<file path="src/rtl/core/matrix_keypad_scan_debounce_core_macros.svh">
// ---------------------------------------------------------------------------
// keypad scan core assertion macros
// shared assertion wrappers clocked on clk
// ---------------------------------------------------------------------------
`ifndef MATRIX_KEYPAD_SCAN_DEBOUNCE_CORE_MACROS_SVH
`define MATRIX_KEYPAD_SCAN_DEBOUNCE_CORE_MACROS_SVH

// checked only outside reset
`define MKSD_ASSERT(lbl, prop, msg) \
    lbl: assert property (@(posedge clk) disable iff (!rst_n) (prop)) else $error(msg);

// checked on every edge, reset included
`define MKSD_ASSERT_ALWAYS(lbl, prop, msg) \
    lbl: assert property (@(posedge clk) (prop)) else $error(msg);

`endif

</file>
<file path="src/rtl/core/mksd_pkg.sv">
// ---------------------------------------------------------------------------
// keypad scan package
// shared widths, reset value and lane control type
// ---------------------------------------------------------------------------
`timescale 1ns / 1ps

package mksd_pkg;

    localparam int THRESH_W = 8;
    localparam logic [THRESH_W-1:0] THRESH_RESET = 8'd8;
    localparam int CODE_W = 3;
    localparam int DRIVE_W = 3;
    localparam int RESULT_W = CODE_W + DRIVE_W;
    localparam int IN_DATA_W = 8;
    localparam int OUT_DATA_W = 8;

    typedef struct packed {
        logic sample_we;
        logic level;
        logic debounce_en;
    } lane_ctl_t;

endpackage

</file>
<file path="src/rtl/core/mksd_lane.sv">
// ---------------------------------------------------------------------------
// keypad scan debounce lane
// raw sample, integrating counter and stable bit of one key
// ---------------------------------------------------------------------------
`timescale 1ns / 1ps

module mksd_lane
(
    input  logic                           clk,
    input  logic                           rst_n,
    input  mksd_pkg::lane_ctl_t            ctl,
    input  logic [mksd_pkg::THRESH_W-1:0]  threshold,
    output logic                           stable_next
);

    logic                          raw_reg;
    logic                          raw_next;
    logic [mksd_pkg::THRESH_W-1:0] count_reg;
    logic [mksd_pkg::THRESH_W-1:0] count_next;
    logic                          stable_reg;

    always_comb
    begin
        raw_next    = ctl.sample_we ? ctl.level : raw_reg;
        count_next  = count_reg;
        stable_next = stable_reg;
        if (ctl.debounce_en)
        begin
            if (raw_next)
            begin
                if (count_reg < threshold)
                begin
                    count_next = count_reg + 1'b1;
                end
                else
                begin
                    stable_next = 1'b1;
                end
            end
            else if (count_reg != '0)
            begin
                count_next = count_reg - 1'b1;
            end
            else
            begin
                stable_next = 1'b0;
            end
        end
    end

    always_ff @(posedge clk or negedge rst_n)
    begin
        if (!rst_n)
        begin
            raw_reg    <= 1'b0;
            count_reg  <= '0;
            stable_reg <= 1'b0;
        end
        else
        begin
            raw_reg    <= raw_next;
            count_reg  <= count_next;
            stable_reg <= stable_next;
        end
    end

endmodule

</file>
<file path="src/rtl/core/mksd_merge.sv">
// ---------------------------------------------------------------------------
// keypad scan merge
// priority pick of the first stable key, row-major, 1-based
// ---------------------------------------------------------------------------
`timescale 1ns / 1ps

module mksd_merge
#(
    parameter int NKEYS = 6
)
(
    input  logic [NKEYS-1:0]             stable,
    output logic [mksd_pkg::CODE_W-1:0]  key_code
);

    always_comb
    begin
        key_code = '0;
        for (int k = NKEYS - 1; k >= 0; k--)
        begin
            if (stable[k])
            begin
                key_code = mksd_pkg::CODE_W'(k + 1);
            end
        end
    end

endmodule

</file>
<file path="src/rtl/core/matrix_keypad_scan_debounce_core.sv">
// ---------------------------------------------------------------------------
// keypad scan and debounce core
// one lane per key, priority merge, output register with skid stage
// ---------------------------------------------------------------------------
// the result of an accepted input transaction is registered into m_tdata, via the skid stage if the output stalls
// throughput: one transaction per cycle while s_tready is high; the lanes of the current row sample in parallel
// and all key lanes debounce in parallel on the last row. the skid stage keeps s_tready high for one stalled result
// reset clears the row pointer, samples, counters and stable bits
// and loads the press threshold with 8
`timescale 1ns / 1ps

`include "matrix_keypad_scan_debounce_core_macros.svh"

module matrix_keypad_scan_debounce_core
#(
    parameter int ROWS = 3,
    parameter int COLS = 2
)
(
    input  logic                               clk,
    input  logic                               rst_n,
    input  logic                               cfg_we,
    input  logic [mksd_pkg::THRESH_W-1:0]      cfg_wdata,   // press_threshold
    input  logic                               s_tvalid,
    output logic                               s_tready,
    input  logic [mksd_pkg::IN_DATA_W-1:0]     s_tdata,     // col0_level, col1_level
    output logic                               m_tvalid,
    input  logic                               m_tready,
    output logic [mksd_pkg::OUT_DATA_W-1:0]    m_tdata      // key_code[2:0], row_drive[5:3]
);

    localparam int NKEYS = ROWS * COLS;
    localparam int ROW_W = (ROWS > 1) ? $clog2(ROWS) : 1;
    localparam logic [ROW_W-1:0] LAST_ROW = ROW_W'(ROWS - 1);

    logic [mksd_pkg::THRESH_W-1:0] thresh_reg;
    logic [ROW_W-1:0]              row_reg;
    logic [ROW_W-1:0]              row_next;
    logic                          accept;
    logic                          take_out;
    logic [NKEYS-1:0]              stable_next;
    logic [mksd_pkg::CODE_W-1:0]   key_code;
    logic [mksd_pkg::DRIVE_W-1:0]  row_drive;
    logic [mksd_pkg::RESULT_W-1:0] result;

    logic                          out_valid_reg;
    logic                          out_valid_next;
    logic [mksd_pkg::RESULT_W-1:0] out_data_reg;
    logic [mksd_pkg::RESULT_W-1:0] out_data_next;
    logic                          skid_valid_reg;
    logic                          skid_valid_next;
    logic [mksd_pkg::RESULT_W-1:0] skid_data_reg;
    logic [mksd_pkg::RESULT_W-1:0] skid_data_next;

    assign s_tready = !skid_valid_reg;
    assign accept   = s_tvalid && s_tready;
    assign take_out = out_valid_reg && m_tready;

    // key lanes
    for (genvar k = 0; k < NKEYS; k++)
    begin : g_lane
        localparam int R = k / COLS;
        localparam int C = k % COLS;
        mksd_pkg::lane_ctl_t ctl;
        logic                lvl;

        if (C < 2)
        begin : g_in
            assign lvl = s_tdata[C];
        end
        else
        begin : g_zero
            assign lvl = 1'b0;
        end

        assign ctl.sample_we   = accept && (row_reg == ROW_W'(R));
        assign ctl.level       = lvl;
        assign ctl.debounce_en = accept && (row_reg == LAST_ROW);

        mksd_lane u_lane
        (
            .clk         (clk),
            .rst_n       (rst_n),
            .ctl         (ctl),
            .threshold   (thresh_reg),
            .stable_next (stable_next[k])
        );
    end

    mksd_merge
    #(
        .NKEYS (NKEYS)
    )
    u_merge
    (
        .stable   (stable_next),
        .key_code (key_code)
    );

    // row advance and one-hot drive of the new row
    always_comb
    begin
        row_next = (row_reg == LAST_ROW) ? '0 : row_reg + 1'b1;
        for (int j = 0; j < mksd_pkg::DRIVE_W; j++)
        begin
            row_drive[j] = (j < ROWS) && (row_next == ROW_W'(j));
        end
    end

    assign result = {row_drive, key_code};

    // output register and skid stage
    always_comb
    begin
        out_valid_next  = out_valid_reg;
        out_data_next   = out_data_reg;
        skid_valid_next = skid_valid_reg;
        skid_data_next  = skid_data_reg;
        if (!out_valid_reg || take_out)
        begin
            if (skid_valid_reg)
            begin
                out_valid_next  = 1'b1;
                out_data_next   = skid_data_reg;
                skid_valid_next = 1'b0;
            end
            else if (accept)
            begin
                out_valid_next = 1'b1;
                out_data_next  = result;
            end
            else
            begin
                out_valid_next = 1'b0;
            end
        end
        else if (accept)
        begin
            skid_valid_next = 1'b1;
            skid_data_next  = result;
        end
    end

    always_ff @(posedge clk or negedge rst_n)
    begin
        if (!rst_n)
        begin
            thresh_reg     <= mksd_pkg::THRESH_RESET;
            row_reg        <= '0;
            out_valid_reg  <= 1'b0;
            skid_valid_reg <= 1'b0;
        end
        else
        begin
            if (cfg_we)
            begin
                thresh_reg <= cfg_wdata;
            end
            if (accept)
            begin
                row_reg <= row_next;
            end
            out_valid_reg  <= out_valid_next;
            skid_valid_reg <= skid_valid_next;
        end
    end

    always_ff @(posedge clk)
    begin
        out_data_reg  <= out_data_next;
        skid_data_reg <= skid_data_next;
    end

    assign m_tvalid = out_valid_reg;
    assign m_tdata  = {(mksd_pkg::OUT_DATA_W - mksd_pkg::RESULT_W)'(0), out_data_reg};

    `MKSD_ASSERT_ALWAYS(a_row_in_range, row_reg <= LAST_ROW, "row pointer beyond last row")
    `MKSD_ASSERT(a_skid_needs_out, skid_valid_reg |-> out_valid_reg, "skid full with output empty")
    `MKSD_ASSERT(a_row_wrap, (accept && row_reg == LAST_ROW) |=> (row_reg == '0), "row did not wrap")
    `MKSD_ASSERT(a_drive_onehot, m_tvalid |-> $onehot0(m_tdata[5:3]), "row drive not one-hot")

endmodule
</file>
<file path="config.mk">
export PLATFORM = sky130hd
export DESIGN_NAME = matrix_keypad_scan_debounce_core
export DESIGN_NICKNAME = d
export VERILOG_FILES = /design/src/rtl/core/mksd_pkg.sv /design/src/rtl/core/mksd_lane.sv /design/src/rtl/core/mksd_merge.sv /design/src/rtl/core/matrix_keypad_scan_debounce_core.sv
export VERILOG_INCLUDE_DIRS = /design/src /design/src/rtl/core
export SDC_FILE = /design/constraint.sdc
export NUM_CORES = 1
export LEC_CHECK = 0
export BUFFER_PORTS_ARGS = -buffer_cell sky130_fd_sc_hd__buf_2
export CORE_MARGIN = 3
export CORE_UTILIZATION = 48
export CTS_CLUSTER_DIAMETER = 150
export DETAILED_ROUTE_END_ITERATION = 12
export GPL_TIMING_DRIVEN = 0
export PLACE_DENSITY_LB_ADDON = 0.08
export SKIP_LAST_GASP = 1
export SLEW_MARGIN = 10
export SYNTH_ARGS = -nofsm -noshare
export SYNTH_HDL_FRONTEND = slang
export SYNTH_SLANG_ARGS = --single-unit
export TNS_END_PERCENT = 10
</file>
<file path="constraint.sdc">
create_clock -name clk -period 3.33 [get_ports clk]
set_input_delay 0.4995 -clock clk [delete_from_list [all_inputs] [get_ports clk]]
set_output_delay 0.4995 -clock clk [all_outputs]
set_load 0.03 [all_outputs]
</file>
==> results.json <==
{
  "outcome": "complete, no violations",
  "die_h_um": 118,
  "grt_pass1_wl_um": 21500,
  "clock_skew_ns": 0.00405,
  "drtAntennaViolNets": 0,
  "critPathLaunchType": "flop",
  "met3_usage_pct": 4.37,
  "placeableCoreArea_sq_um": 12100,
  "ys_types": 73,
  "critPathKind": "flop to flop",
  "h-tree-depth": 3,
  "power.internal_uw": 4250,
  "period_needed_ns": 3.32,
  "hpwl_um": 9280,
  "max-slew-margin-rel_pct": 54.8,
  "synth_area_sq_um": 5990,
  "synth-seq-cells": 84,
  "fin_crit_sh_pct": 99.7,
  "gp_congestion": 0.861,
  "via_per_inst": 5.53,
  "grt_overflow_total": 0,
  "cp_max_fo": 9,
  "routed_wirelength_um": 12600,
  "yosys.area.top_type": "dfrtp_1",
  "die_w_um": 118,
  "synthArstFlopShare_pct": 85.7,
  "p_leak_uw": 0.00300,
  "report.final.slew_viol_count": 0,
  "synth_top_area_share_pct": 29.7,
  "die_area_sq_um": 13900,
  "clkPwrFrac_pct": 15.4,
  "grt_max_degree": 53,
  "yosysWarnings": 0,
  "layout-drive-gt1-share_pct": 15.5,
  "path_clk_slew_ns": 0.06,
  "clockBufferDepth": 2,
  "seq_power_share_pct": 26.5,
  "vias": 4380,
  "syn_avg_cell_area_sq_um": 10.3,
  "finalHoldViolations": 0,
  "grt_pass1_vias": 4332,
  "drc_errors": 0,
  "peakVddDrop_mv": 0.656,
  "synthFlopType": "dfrtp_1",
  "clock_sink_count": 84,
  "num-nets-final": 724,
  "grt_usage_pct": 19.2,
  "required_ns": 3.56,
  "io_buffers": 22,
  "syn_inst": 584,
  "synth_area_leaders": "dfrtp_1 (30%), ha_1 (16%), edfxtp_1 (6.0%)",
  "cts_buffers": 9,
  "arrival_ns": 3.55,
  "cts_tree": "built",
  "largest_reg_flops": 48,
  "insertedDiodeCount": 0,
  "max_freq_ghz": 0.301,
  "ioPinCount": 31,
  "hold_path.class": "input port to async pin",
  "p_per_area_nw_per_um2": 1100,
  "drt-wirelength-per-cell_um": 15.9,
  "cp-end-kind": "flop",
  "fin_tns_setup_ns": 0,
  "drt_iter0_drc": 257,
  "area_delta_synth_final_pct": 11.9,
  "rows": 40,
  "clk_latency_ns": 0.35,
  "fin_hold_ws_ns": 0.0435,
  "cts-root-buf": "clkbuf_16",
  "start_util_pct": 49.5,
  "antenna_found_initial": 0,
  "switching_power_uw": 3110,
  "grt_use_met2_pct": 30.8,
  "seq_area_frac_synth_pct": 36.1,
  "busiest_layer": "met2",
  "tightest_slew_ns": 0.665,
  "cap_violations": 0,
  "swShare_pct": 42.2,
  "combPwrFrac_pct": 58.0,
  "rsz0062_at_grt": "yes",
  "fillers": 1105,
  "synth-edff-count": 12,
  "firstDrtPassIters": 4,
  "setup_viol": 0,
  "use_met1_pct": 26.4
}
logic make-up after synthesis:
group           Yosys count  synth area share (%)
compound gates          156                  16.9
xor+xnor                 42                  6.14
fa+ha+maj                84                  18.3
buf+inv                  36                  2.97
flops                    84                  36.1
mux                      32                  6.50
other cells               1                0.0626
simple gates            149                  13.1
repair_timing:
action,4_1_cts,5_1_grt
gates resized for setup,1,3
endpoints found under the setup margin,7,10
hold buffers,0,0
setup buffers,0,0
hold endpoints to repair,0,0
synth_stat cells (3+ instances only):
cell type / n
o21bai_1: 6
nand2b_1: 8
a211o_1: 4
inv_1: 23
o21ai_0: 41
fa_1: 6
a211oi_1: 10
nand3_1: 10
a21oi_1: 38
ha_1: 78
xor2_1: 15
nand4_1: 4
nor3_1: 16
a2111oi_0: 3
o31ai_1: 4
dfrtp_1: 71
a32oi_1: 3
o21a_1: 7
a21o_1: 13
mux2_2: 23
nor2_1: 40
edfxtp_1: 12
o211ai_1: 3
nand2_1: 41
nor4_1: 10
xnor2_1: 27
o21ai_1: 7
buf_4: 5
worst paths after layout:
path	start	to	slack, ns	cells after the start
setup reg to reg	row_reg[1]	g_lane[2].u_lane.count_reg[7]	0.01	9
max in group asynchronous	rst_n	thresh_reg[3]	2.67	2
hold / removal	rst_n	g_lane[0].u_lane.count_reg[3]	0.04	1
hold reg to reg	g_lane[0].u_lane.count_reg[7]	g_lane[0].u_lane.count_reg[7]	0.50	1
min in group clk	cfg_wdata[1]	thresh_reg[1]	0.36	3
setup / recovery	row_reg[1]	g_lane[2].u_lane.count_reg[7]	0.01	9
cell usage in the layout, fill, tap and decap left out, types with 3 or more instances in the layout:
cell type / instances
o21ai_0: 41
dfrtp_1: 71
mux2_2: 23
o211ai_1: 3
clkbuf_1: 3
o21a_1: 7
o21ai_1: 7
nand3_1: 10
nand2b_1: 8
nor2_1: 40
a21oi_1: 38
xnor2_1: 27
a211oi_1: 10
xor2_1: 15
nand2_1: 41
buf_4: 6
clkbuf_16: 9
buf_2: 22
fa_1: 6
a2111oi_0: 3
inv_1: 23
nand4_1: 4
mux2i_4: 4
bufinv_16: 3
nor4_1: 10
nor3_1: 16
o21bai_1: 6
ha_1: 78
a211o_1: 4
a21o_1: 13
edfxtp_1: 12
a32oi_1: 3
o31ai_1: 4
metal layers:
metal	routed length (um)	part of all wire [%]
met3	495	3.9
met2	5940	47
met1	6020	48
met5	0	0
met4	136	1.1
worst max-delay path: stages (launching register included):
cell and delay, ns:
dfrtp_1 0.48, and4bb_4 0.43, mux2i_2 0.59, ha_1 0.35, a21o_1 0.17, a211oi_1 0.24, nor2_1 0.10, o41ai_1 0.33
mux2_2 0.39, xnor2_1 0.12
power by group through the flow:
stage,clock (uW),combinational (uW),sequential (uW)
floorplan,0,3490,1870
global placement,0,4100,1950
detailed placement,0,4260,1970
CTS,1170,4290,1950
global route,1210,4890,2020
finish,1140,4270,1950
per-stage QoR:
stage                     utilization (%)  worst slack (ns)  cells  instance area, sq um  power, uW
after floorplan                         -             0.372    585                  5990       5360
after global placement               52.1            -0.159    775                  6310       6050
after detailed placement             52.4            -0.212    776                  6340       6220
after CTS                            55.2           -0.0979    792                  6680       7420
after global routing                 55.3            -0.134    792                  6700       8120
final                                55.3            0.0106    792                  6700       7360
layout make-up:
| type | count | area, sq um | share of cell area, % |
|---|---|---|---|
| multi-input combinational | 465 | 3680 | 54.9 |
| clock inverter | 6 | 103 | 1.53 |
| buffer | 11 | 81.3 | 1.21 |
| inverter | 25 | 96.3 | 1.44 |
| clock buffer | 10 | 229 | 3.42 |
| tap | 168 | 210 | 3.14 |
| timing repair buffer | 23 | 140 | 2.09 |
| sequential | 84 | 2160 | 32.3 |
Power figures use the tool's default switching activity.
